===== src/rtl/stq_ram.sv =====
// Generic single-port-write, registered-read RAM.
module stq_ram #(
   parameter int WIDTH = 8,
   parameter int DEPTH = 16
) (
   input  logic                     clock,
   input  logic                     wr_en,
   input  logic [$clog2(DEPTH)-1:0] wr_addr,
   input  logic [WIDTH-1:0]         wr_data,
   input  logic [$clog2(DEPTH)-1:0] rd_addr,
   output logic [WIDTH-1:0]         rd_data
);

   logic [WIDTH-1:0] mem_ff [DEPTH];
   logic [WIDTH-1:0] rd_data_ff;

   // write and registered read
   always_ff @(posedge clock) begin
      if (wr_en) begin
         mem_ff[wr_addr] <= wr_data;
      end
      rd_data_ff <= mem_ff[rd_addr];
   end

   assign rd_data = rd_data_ff;

endmodule


===== config.mk =====
export PLATFORM = sky130hd
export DESIGN_NAME = stq_ram
export DESIGN_NICKNAME = d
export VERILOG_FILES = /design/src/rtl/stq_ram.sv
export SDC_FILE = /design/constraint.sdc
export NUM_CORES = 1
export LEC_CHECK = 0
export ABC_AREA = 1
export BUFFER_PORTS_ARGS = -buffer_cell sky130_fd_sc_hd__buf_2
export CAP_MARGIN = 15
export CORE_ASPECT_RATIO = 0.7
export CORE_UTILIZATION = 28
export CTS_CLUSTER_SIZE = 24
export DETAILED_ROUTE_END_ITERATION = 8
export GPL_TIMING_DRIVEN = 0
export HOLD_SLACK_MARGIN = 0.1
export SETUP_SLACK_MARGIN = 0.05
export SYNTH_ARGS = -nofsm -noshare
export SYNTH_HDL_FRONTEND = slang
export SYNTH_SLANG_ARGS = --single-unit

===== constraint.sdc =====
create_clock -name clock -period 1.8 [get_ports clock]
set_clock_uncertainty 0.15 [all_clocks]
set_input_delay 0.36 -clock clock [delete_from_list [all_inputs] [get_ports clock]]
set_output_delay 0.36 -clock clock [all_outputs]
set_load 0.05 [all_outputs]

Word level (Yosys, flattened, before mapping):

Memories as Yosys holds them, arrays and structs flattened. A register that Yosys moved wholly into a read port is not among the register bits.
Index checks and enable logic that the tools add are counted.

* memories: 1
* input bits: 18
* bits in registers: 0
* output and inout bits: 8
* logic and storage cells: 3
* memory bits (writable): 128

Memory list
* mem_ff: words 16, bits a word 8, read ports 1, clocked after Yosys merged registers in 1, write ports 1, RTL line 14 `logic [WIDTH-1:0] mem_ff [DEPTH];`

* muxes and demuxes: 2

Operators with widths (number)
* two-way mux 1 bit: 2

Longest topological paths before layout:

* depth after elaboration: 2
* gate-level depth with buffers: 8
* depth with buffers taken out: 7

Worst setup path before layout:

OpenSTA, ideal clock, no wires.

* path type: input-to-reg
* from: in wr_addr[2]
* to: mem mem_ff[10][0] (enable)
* library setup time: 0.370 ns
* cell stages on the path: 2
* buffers on the path: 0
* data required time: 1.280 ns
* arrival time: 0.941 ns
* slack: 0.339 ns
* cells stage by stage: nand3b_1 -> nor2_1

RTL lines
* from (decl): RTL line 8 `input logic [$clog2(DEPTH)-1:0] wr_addr,`
* to (decl): RTL line 14

No word-level cell before the write port.

Worst setup path after layout:

* from: in wr_addr[1]
* to: mem mem_ff[12][3] (enable)

No word-level cell before the write port.

==> run metrics <==
total gr overflow 0; cts bufs inserted 17; Residual DRC 0; Final Setup Violations 0; P&R area growth vs syn 19.0%; Die X 174 µm; VDD IR max 712 µV; clk slew on worst S/H paths 0.06 ns; synthesized instance count 551; crit-path cells buf_2 -> inv_1 -> nand2_1 -> nor2_1; drt pass-1 iters 7; vias in the first global route 3558; HP Class primary input to register; diode count 0; most frequent cell after synthesis nand2_1; DP HPWL 9840 µm; met2 wire len 5670 µm; Final Max Slew Viols 0; Die H 122 µm; clk_lat worst skew 0.42 ns; Setup Fix Bufs, Post-CTS 0; RSZ-0062 raised after global routing false; hold_buf cts 0; CP top delay family simple AND/OR/NAND/NOR gates; Vias 3895; DIE AREA 0.0212 mm²; main area contributors after synthesis edfxtp_1 (67%), nand2_1 (11%), nand3_1 (8.4%); Critical Path Start Type primary input; Final ANT Viol Nets 0; ys flop type edfxtp_1; Placed Cells 843; syn_nets 569; Tot GR Track Use 0.146; WL met1 7100 µm; Post-Layout Inst Area 0.00687 mm²; layout cells sized above 1 0.131; syn_area_per_cell 10.5 µm²; critical path's slowest cell nor2_1; flops & latches, synth 136; critical path fanouts, max 8; gpl congestion 0.905; initial antenna violation count 0; Max-Cap Viols 0; routed length per instance 16.7 µm; Worst Setup End Kind register; Distinct cells, synth 12; slew margin rel. 0.349; fin crit share 0.894; Vias/cell 4.45; floorplan row count 43; synth cell count leaders nand2_1 (173), edfxtp_1 (128), inv_1 (100); post-route non-filler standard cell count 875; max layer used met4; sum of buffers and inverters on the critical path 2; metal3 WL 1670 µm; CTS root buf clkbuf_16; TritonCTS clock tree done; drt first-iter violations 541; final hold viol count 0; Placement Cell Area 0.00621 mm²; Port Buf Inserts 22; Synthesis Warnings 0; CP max stage delay 0.79 ns; EDFF count, synth 128; core area 0.0200 mm²; Mapped Area 0.00577 mm²; final wirelength 14600 µm; post-synth top area cell edfxtp_1; WP data arrival 1.49 ns; clk buf depth 2; # clock sinks 136; nets 610; Final min period 1.61 ns; worst slew pin tran 0.973 ns; total I/O pin count 26; Pwr Density 1150 mW/mm²; post-synth top area share 0.667; largest net degree at the start of global routing 17; sequential area share after synthesis 0.694; CTS H-tree depth 4; reg-to-reg slack, setup 0.59 ns; first-pass GRT wire length 21900 µm; fraction of registers with async set/reset 0; WP data required 1.68 ns; Fmax 0.622 GHz; status finished, final reports clean; Leak 2.93 nW; initial core utilization 0.288; CTS resizes 0; CP Class primary input to register
## per-stage QoR
step                      power, mW  hold WS (ns)  utilization  setup TNS (ns)  worst slack, ns
after global routing           8.15         0.228        0.343               0            0.129
after global placement         4.16         0.534        0.311          -14.27           -0.214
after floorplan                3.95         0.309            -               0            0.339
after CTS                      7.93         0.210        0.343               0            0.215
final                          7.92         0.220        0.343               0            0.191
after detailed placement       4.17         0.546        0.311          -16.03           -0.219
## cell families after synthesis
| group | count (synthesis) | share of synthesized area |
|---|---|---|
| simple gates | 289 | 0.210 |
| buf+inv | 126 | 0.0952 |
| flops | 136 | 0.694 |
## flip-flops by register name, indices dropped and copies added (netlist names)
register,cells
rd_data,8
mem_ff,128
## cells in the final DEF, fill, tap and decap left out
master,n
buf_1,1
nand3_1,97
clkinvlp_4,1
clkinv_4,5
nand3b_1,2
nand2_1,173
inv_6,1
clkinv_2,3
bufinv_16,5
nor2_1,17
edfxtp_1,128
inv_1,100
clkbuf_16,17
buf_2,35
buf_4,4
dfxtp_1,8
buf_6,6
inv_2,2
## cell type report
type	instances	area, µm²
buffer	24	166
clock buffer	17	425
clock inverter	15	225
fill	2001	13100
inverter	102	383
multi-input combinational	289	1210
sequential	136	4000
tap	270	338
timing repair buffer	22	110
## worst paths after layout
kind | startpoint | end | cells past startpoint
min reg2reg | mem_ff[13][4] | rd_data[4] | 6
max | wr_addr[1] | mem_ff[12][3] | 4
max reg2reg | mem_ff[10][5] | rd_data[5] | 6
min | rd_addr[3] | rd_data[2] | 3
## report_power, final
part / switching (mW) / total [mW] / internal (mW) / leakage [nW]
registers: 0.0177 / 3.56 / 3.54 / 1.22
logic: 0.411 / 0.547 / 0.136 / 1.39
clock network: 1.35 / 3.81 / 2.46 / 0.317
## tightest hold or removal path: cells and delay by family
family        cells  cell delay (ns)
buf+inv           1             0.19
simple gates      2             0.17
## layer usage
layer,track usage,up-vias
li1,-,1857
met2,0.193,196
met4,0.0393,0
met3,0.0437,15
met5,0,-
met1,0.225,1827
Power figures use the tool's default switching activity.
