`src/rtl/stq_pkg.sv`:
```
// Shared types and codes for the sorted timer queue engine.
package stq_pkg;

   // Command codes on the request side
   localparam logic [1:0] MODE_ALLOC   = 2'd0;
   localparam logic [1:0] MODE_ARM     = 2'd1;
   localparam logic [1:0] MODE_RELEASE = 2'd2;
   localparam logic [1:0] MODE_TICK    = 2'd3;

   // Status codes on the response side
   localparam logic [1:0] ST_OK     = 2'd0;
   localparam logic [1:0] ST_NOFREE = 2'd1;
   localparam logic [1:0] ST_BAD    = 2'd2;
   localparam logic [1:0] ST_IDLE   = 2'd3;

   // Fixed field widths of the ports
   localparam int MODE_W = 2;
   localparam int SLOT_W = 7;
   localparam int TIME_W = 64;

   // Operation broadcast to every cell of the pending chain
   typedef enum logic [1:0] {
      CELL_HOLD,
      CELL_REMOVE,
      CELL_RANK,
      CELL_INSERT
   } cell_op_type;

   typedef struct packed {
      cell_op_type        op;
      logic [TIME_W-1:0]  now;
      logic [TIME_W-1:0]  ivl;
   } cell_cmd_type;

endpackage

```
`src/rtl/stq_cell.sv`:
```
// One position of the pending order: holds an entry and shifts with its neighbors.
module stq_cell import stq_pkg::*; #(
   parameter int SW = 7
) (
   input  logic              clock,
   input  logic              reset,
   input  cell_cmd_type      cmd,
   input  logic [SW-1:0]     key_slot,
   input  logic              left_valid,
   input  logic [SW-1:0]     left_slot,
   input  logic [TIME_W-1:0] left_start,
   input  logic [TIME_W-1:0] left_period,
   input  logic              right_valid,
   input  logic [SW-1:0]     right_slot,
   input  logic [TIME_W-1:0] right_start,
   input  logic [TIME_W-1:0] right_period,
   input  logic              rmark_in,
   input  logic              imark_in,
   output logic              rmark_out,
   output logic              imark_out,
   output logic              cell_valid,
   output logic [SW-1:0]     cell_slot,
   output logic [TIME_W-1:0] cell_start,
   output logic [TIME_W-1:0] cell_period
);

   logic              valid_ff;
   logic [SW-1:0]     slot_ff;
   logic [TIME_W-1:0] start_ff;
   logic [TIME_W-1:0] period_ff;
   logic [TIME_W:0]   rem_ff;
   logic              match;
   logic              later;

   // remove marks the matching cell and all after it
   assign match     = valid_ff && (slot_ff == key_slot);
   assign rmark_out = rmark_in || match;

   // insert point: first cell that is empty or has strictly more time left
   assign later     = !valid_ff || (!rem_ff[TIME_W] && (rem_ff[TIME_W-1:0] > cmd.ivl));
   assign imark_out = imark_in || later;

   always_ff @(posedge clock) begin
      if (reset) begin
         valid_ff <= 1'b0;
      end else begin
         case (cmd.op)
            CELL_REMOVE: begin
               // shift left over the removed entry
               if (rmark_out) begin
                  valid_ff  <= right_valid;
                  slot_ff   <= right_slot;
                  start_ff  <= right_start;
                  period_ff <= right_period;
               end
            end
            CELL_RANK: begin
               // remaining time, borrow bit flags entries whose elapsed time exceeds the period
               rem_ff <= {1'b0, period_ff} - {1'b0, cmd.now - start_ff};
            end
            CELL_INSERT: begin
               if (imark_in) begin
                  valid_ff  <= left_valid;
                  slot_ff   <= left_slot;
                  start_ff  <= left_start;
                  period_ff <= left_period;
               end else if (later) begin
                  valid_ff  <= 1'b1;
                  slot_ff   <= key_slot;
                  start_ff  <= cmd.now;
                  period_ff <= cmd.ivl;
               end
            end
            default: begin
               valid_ff <= valid_ff;
            end
         endcase
      end
   end

   assign cell_valid  = valid_ff;
   assign cell_slot   = slot_ff;
   assign cell_start  = start_ff;
   assign cell_period = period_ff;

endmodule

```
`config.mk`:
```
export PLATFORM = sky130hd
export DESIGN_NAME = stq_cell
export DESIGN_NICKNAME = d
export VERILOG_FILES = /design/src/rtl/stq_pkg.sv /design/src/rtl/stq_cell.sv
export SDC_FILE = /design/constraint.sdc
export NUM_CORES = 1
export LEC_CHECK = 0
export BUFFER_PORTS_ARGS = -buffer_cell sky130_fd_sc_hd__buf_2
export CAP_MARGIN = 20
export CORE_AREA = 2 2 275 277
export CTS_BUF_LIST = sky130_fd_sc_hd__clkbuf_8
export CTS_CLUSTER_SIZE = 20
export DETAILED_ROUTE_END_ITERATION = 8
export DIE_AREA = 0 0 277 279
export GPL_TIMING_DRIVEN = 0
export MAX_ROUTING_LAYER = met4
export SKIP_CTS_REPAIR_TIMING = 1
export SYNTH_ARGS = -nofsm -noshare
export SYNTH_HDL_FRONTEND = slang
export SYNTH_SLANG_ARGS = --single-unit
```
`constraint.sdc`:
```
create_clock -name clock -period 8.2 [get_ports clock]
set_input_delay 0.82 -clock clock [delete_from_list [all_inputs] [get_ports clock]]
set_output_delay 0.82 -clock clock [all_outputs]
set_load 0.05 [all_outputs]
```
* After elaboration in Yosys (flattened, before gate mapping)
Index checks and enable logic that the tools add are counted.
** Operators by class
- Eq/ne operators :: 6
- Reduce and logical (&&, ||, !) cells :: 11
- $lt $le $gt $ge :: 1
- Muxes and demuxes :: 16
- $add $sub $neg :: 2
- Bitwise operators :: 1
** Operators by type and width (number)
- 64-bit 2-to-1 mux :: 6
- 64-bit one-hot mux with 2 select lines :: 2
- 64-bit by 64-bit subtractor with 65-bit output :: 1
- 64-bit > comparator :: 1
- 64-bit subtractor :: 1
- 7-bit 2-to-1 mux :: 3
- 7-bit one-hot mux with 2 select lines :: 1
- 7-bit == test :: 1
- 2-bit == test, second input constant :: 2
- 4-bit AND reduction :: 1
- 1-bit logical OR :: 3
- 1-bit 2-to-1 mux :: 3
- 3-bit inequality test, second input constant :: 1
- 3-bit AND reduction :: 1
- 2-bit by 1-bit == test with 1-bit output, second input constant :: 1
- 1-bit logical AND :: 2
- 1-bit logical NOT :: 2
- 2-bit inequality test, second input constant :: 1
- 1-bit one-hot mux with 2 select lines :: 1
- 2-bit AND reduction :: 1
- 2-bit nonzero test :: 1
- 1-bit NOT :: 1
** Word-level totals
- Input bits :: 413
- Flip-flop bits (word level) :: 201

* Logic depth before layout (Yosys ltp)
- Word-level depth :: 6
- Depth in mapped cells :: 24
- Gate-level depth less buffers :: 24

* Worst setup path before layout
Ideal clock, no wire load.
- Path kind :: input-to-reg
- From :: input cmd[43] (netlist bit)
- To :: register period_ff[0], in the netlist cell_period[0] (enable)
- Arrival time :: 8.169 ns
- Data required time :: 7.569 ns
- Slack :: -0.600 ns
- Path buffers :: 0
- Library setup time :: 0.631 ns
- Cell stages on the path :: 12
- Cells stage by stage :: inv_1 > ha_1 > nand4_1 > nor4_1 > nand3_1 > nor3_1 > and3_1 > a221o_1 > a31oi_1 > a31oi_1 > nor2_1 > nor2_1
** On the way
- Longest elaborated chain between the ends :: 5
** Ends and longest elaborated chain
- start: declaration :: line stq_cell.sv:7 : input cell_cmd_type cmd,
- 64-bit > comparator :: line stq_cell.sv:40 : assign later = !valid_ff || (!rem_ff[TIME_W] && (rem_ff[TIME_W-1:0] > cmd.ivl));
- 1-bit logical AND :: line stq_cell.sv:40
- 1-bit logical OR :: line stq_cell.sv:40
- 3-bit inequality test (no line)
- 4-bit AND reduction (no line)
- end signal: assignment :: line stq_cell.sv:54 : period_ff <= right_period;
- end signal: assignment :: line stq_cell.sv:66 : period_ff <= left_period;
- end signal: assignment :: line stq_cell.sv:71 : period_ff <= cmd.ivl;
- end: declaration :: line stq_cell.sv:30 : logic [TIME_W-1:0] period_ff;
No other way between the ends.
A chain may end at the register's enable or synchronous reset.

* Final worst setup path
- From :: register start_ff[0], in the netlist cell_start[0]
- To :: register rem_ff[64] (data pin)
** On the way
- Longest elaborated chain between the ends :: 2
** Ends and longest elaborated chain
- start: declaration :: line stq_cell.sv:29 : logic [TIME_W-1:0] start_ff;
- start signal: assignment :: line stq_cell.sv:53 : start_ff <= right_start;
- start signal: assignment :: line stq_cell.sv:65 : start_ff <= left_start;
- start signal: assignment :: line stq_cell.sv:70 : start_ff <= cmd.now;
- 64-bit subtractor :: line stq_cell.sv:59 : rem_ff <= {1'b0, period_ff} - {1'b0, cmd.now - start_ff};
- 64-bit by 64-bit subtractor with 65-bit output :: line stq_cell.sv:59
- end signal: assignment :: line stq_cell.sv:59
- end: declaration :: line stq_cell.sv:31 : logic [TIME_W:0] rem_ff;
No other way between the ends.

==> metrics.cfg <==
[outcome]
status = complete, no violations

[clock_tree]
htree_levels = 2
cts_buffers = 43
cts_root_buf = clkbuf_8
clkSlewWorstSetupHoldPaths_ns = 0.07
clkLatencyLatePin_ns = 0.65
cts.sinks = 201
cts_tree = done
clk_path_buf_depth = 3

[critical_path]
endpoint_kind = register
startpoint_type = register
crit_chain = ha_1 > fa_1 > nor2b_1 > o21a_1 > o21ai_0 > a2111oi_0 > o2111ai_1 > and2_1 > or2_2 > a22oi_1 > xnor2_1 > ha_1 > clkbuf_1 > and2_1 > nand2_1 > nor2_1 > o211ai_1 > a31oi_2 > a41oi_2 > o31a_1 > o21ai_0 > a21oi_1
worst-path-max-fanout = 10
slowest_stage = a2111oi_0
reg2reg_depth = 22
crit_type = register to register
cp.arrival_ns = 7.38
reg2reg_setup_slack_ns = 1.21
cpPeakStageDelay_ns = 0.75
worst_ep_required_time_ns = 8.58

[pwr]
totalPowerFinal_mw = 4.305
ir_drop_v = 0.0001017
p_per_area_nw_per_um2 = 183.8
leakagePower_nw = 11.07

[placement]
place.gp.congestion = 0.9255
hpwl_microns = 65140
io_buffers = 549
place_inst = 3582

[timing]
hold_ws_ns = 0.4529
tightest_slew_ns = 1.138
final-hold-violation-count = 0
clock_skew_ns = 0.05709
setup_viol = 0
rsz0062_at_grt = false
finalMaxSlewViolations = 0
slew-limit-headroom = 0.2416
min_period_ns = 6.994
fmax_mhz = 143.0
post-route-period-util = 0.8529

[yosys]
synth_top_family_by_area = compound AO/OA/AOI/OAI gates
syn_inst = 2053
yosys_warnings = 0
synth_top_area_share = 0.3268
synth_edf_count = 200
synth_common_cells = 277 x a21oi_1, 201 x nor2_1, 200 x edfxtp_1
yosysTopAreaCell = edfxtp_1
synth_nets = 2659
synth_xor_area_frac = 0.06099
synth-seq-cells = 201
synthAdderAreaFrac = 0.1322
synthesis.area_sq_um = 18380
yosysMostFrequentCell = a21oi_1
synth-compound-area-share = 0.2287
synth_mux_area_frac = 0.07406
synth_ff_type = edfxtp_1
yosysSeqAreaShare = 0.3278
synth_cell_types = 82
yosys.area_share.simple = 0.1199
syn_avg_cell_area_sq_um = 8.953
yosys-top-cells-area = edfxtp_1 33%, ha_1 13%, a21oi_1 7.5%, mux2i_1 7.4%, a21o_1 5.3%
synth-async-reset-ratio = 0

[drt]
drt-vias-per-instance = 4.921
vias = 18050
final_antenna_net_count = 0
routed_wl_microns = 77460
initialDrtViolationCount = 1484
first_pass_iters = 5
post-route-drc-count = 0
post_drt_wl_per_cell_microns = 21.12

[hold_path]
holdPathStages = 2
hold_path.class = primary input to register

[floorplanning]
rows = 100
coreArea_sq_um = 74070
fp.dieW_microns = 277
io_pins = 551
die_area_sq_um = 77280
start_util = 0.2481
die_h_microns = 279

[final_layout]
final_nets = 3264
postLayoutCoreUtil = 0.3161
instances_no_fill = 3668
nFillCells = 7900
drive_gt1_frac = 0.2524
area_delta_synth_final_pct = 27.41

[global_route]
grt_antenna_before_repair = 18
grt_pass1_vias = 17630
track_usage = 0.1990
grt_pass1_wl_microns = 110900
grt_max_degree = 35
gr-total-overflow = 0

[job]
maxCapViolCount = 0

## per-stage QoR
stage               area, sq um  TNS [ns]  setup WS [ns]
floorplan                 18380         0          1.684
global placement          22340   -403.68         -2.338
detailed placement        22530         0         0.5536
CTS                       23390         0          1.118
global route              23420         0         0.9154
finish                    23420         0          1.206
## critical path: cells and delay by family (launching register included)
kind	cells	cell delay (ns)
AO/OA/AOI/OAI	11	3.58
AND/OR/NAND/NOR	6	1.35
adder cells (fa/ha/maj)	3	0.95
flip-flops	1	0.39
buffers and inverters	1	0.29
XOR/XNOR	1	0.15
## layout by cell type (no fill, tap or decap), types with 17 or more instances in the layout
cell type / synthesis / routed
clkbuf_8: 0 / 44
xor2_1: 56 / 56
edfxtp_1: 200 / 200
o21bai_1: 21 / 21
inv_1: 157 / 171
nand4_1: 44 / 44
and3_1: 17 / 17
nor2_1: 201 / 200
a21o_1: 129 / 129
a31oi_1: 23 / 23
buf_2: 20 / 569
a21oi_1: 277 / 277
o21ai_0: 75 / 75
nor2b_1: 22 / 22
xnor2_1: 72 / 72
nand3_1: 33 / 33
mux2i_1: 136 / 136
clkbuf_1: 81 / 77
ha_1: 191 / 191
nand2_1: 89 / 89
## layout make-up
class                   count  area (sq um)  area share
flip-flops and latches    201          6026      0.2573
plain buffers             108         450.4     0.01923
inverters                 157         589.3     0.02517
well taps                 969          1212     0.05177
repair buffers            560          2910      0.1243
clock buffers              44         605.6     0.02586
multi-input cells        1587         11340      0.4842
clock inverters            33         262.8     0.01122
diodes                      9         22.52   0.0009617
## state kept, by name (all words and copies together) (netlist names)
name / cells
cell_start: 64
cell_valid: 1
rem_ff: 65
cell_slot: 7
cell_period: 64
## final timing paths
kind	startpoint	to
hold / removal	reset	cell_valid
setup / recovery	cell_start[0]	rem_ff[64]
hold reg to reg	cell_valid	cell_valid
setup reg to reg	cell_start[0]	rem_ff[64]
## report_power, final
group / total, mW / leakage [nW] / switching [mW] / internal (mW)
combinational: 1.82 / 8.74 / 1.12 / 0.700
clock: 1.16 / 0.479 / 0.532 / 0.628
sequential: 1.32 / 1.85 / 0.0460 / 1.28
total: 4.31 / 11.1 / 1.70 / 2.61
## cell families (layout without fill, tap and decap cells)
kind of cell    count (synthesis)  in the layout
simple gates                  473            473
other cells                     0              9
fa+ha+maj                     193            193
xor+xnor                      128            128
buf+inv                       265            902
compound gates                657            657
flops                         201            201
mux                           136            136
## layer usage
| layer | vias to the layer above | wire length, microns | global-route usage |
|---|---|---|---|
| met4 | 0 | 1901 | 0.05741 |
| met3 | 101 | 4568 | 0.03113 |
| li1 | 8768 | - | - |
| met2 | 661 | 36480 | 0.3255 |
| met5 | - | 0 | - |
| met1 | 8522 | 34510 | 0.2538 |
(Power assumes the default switching activity.)
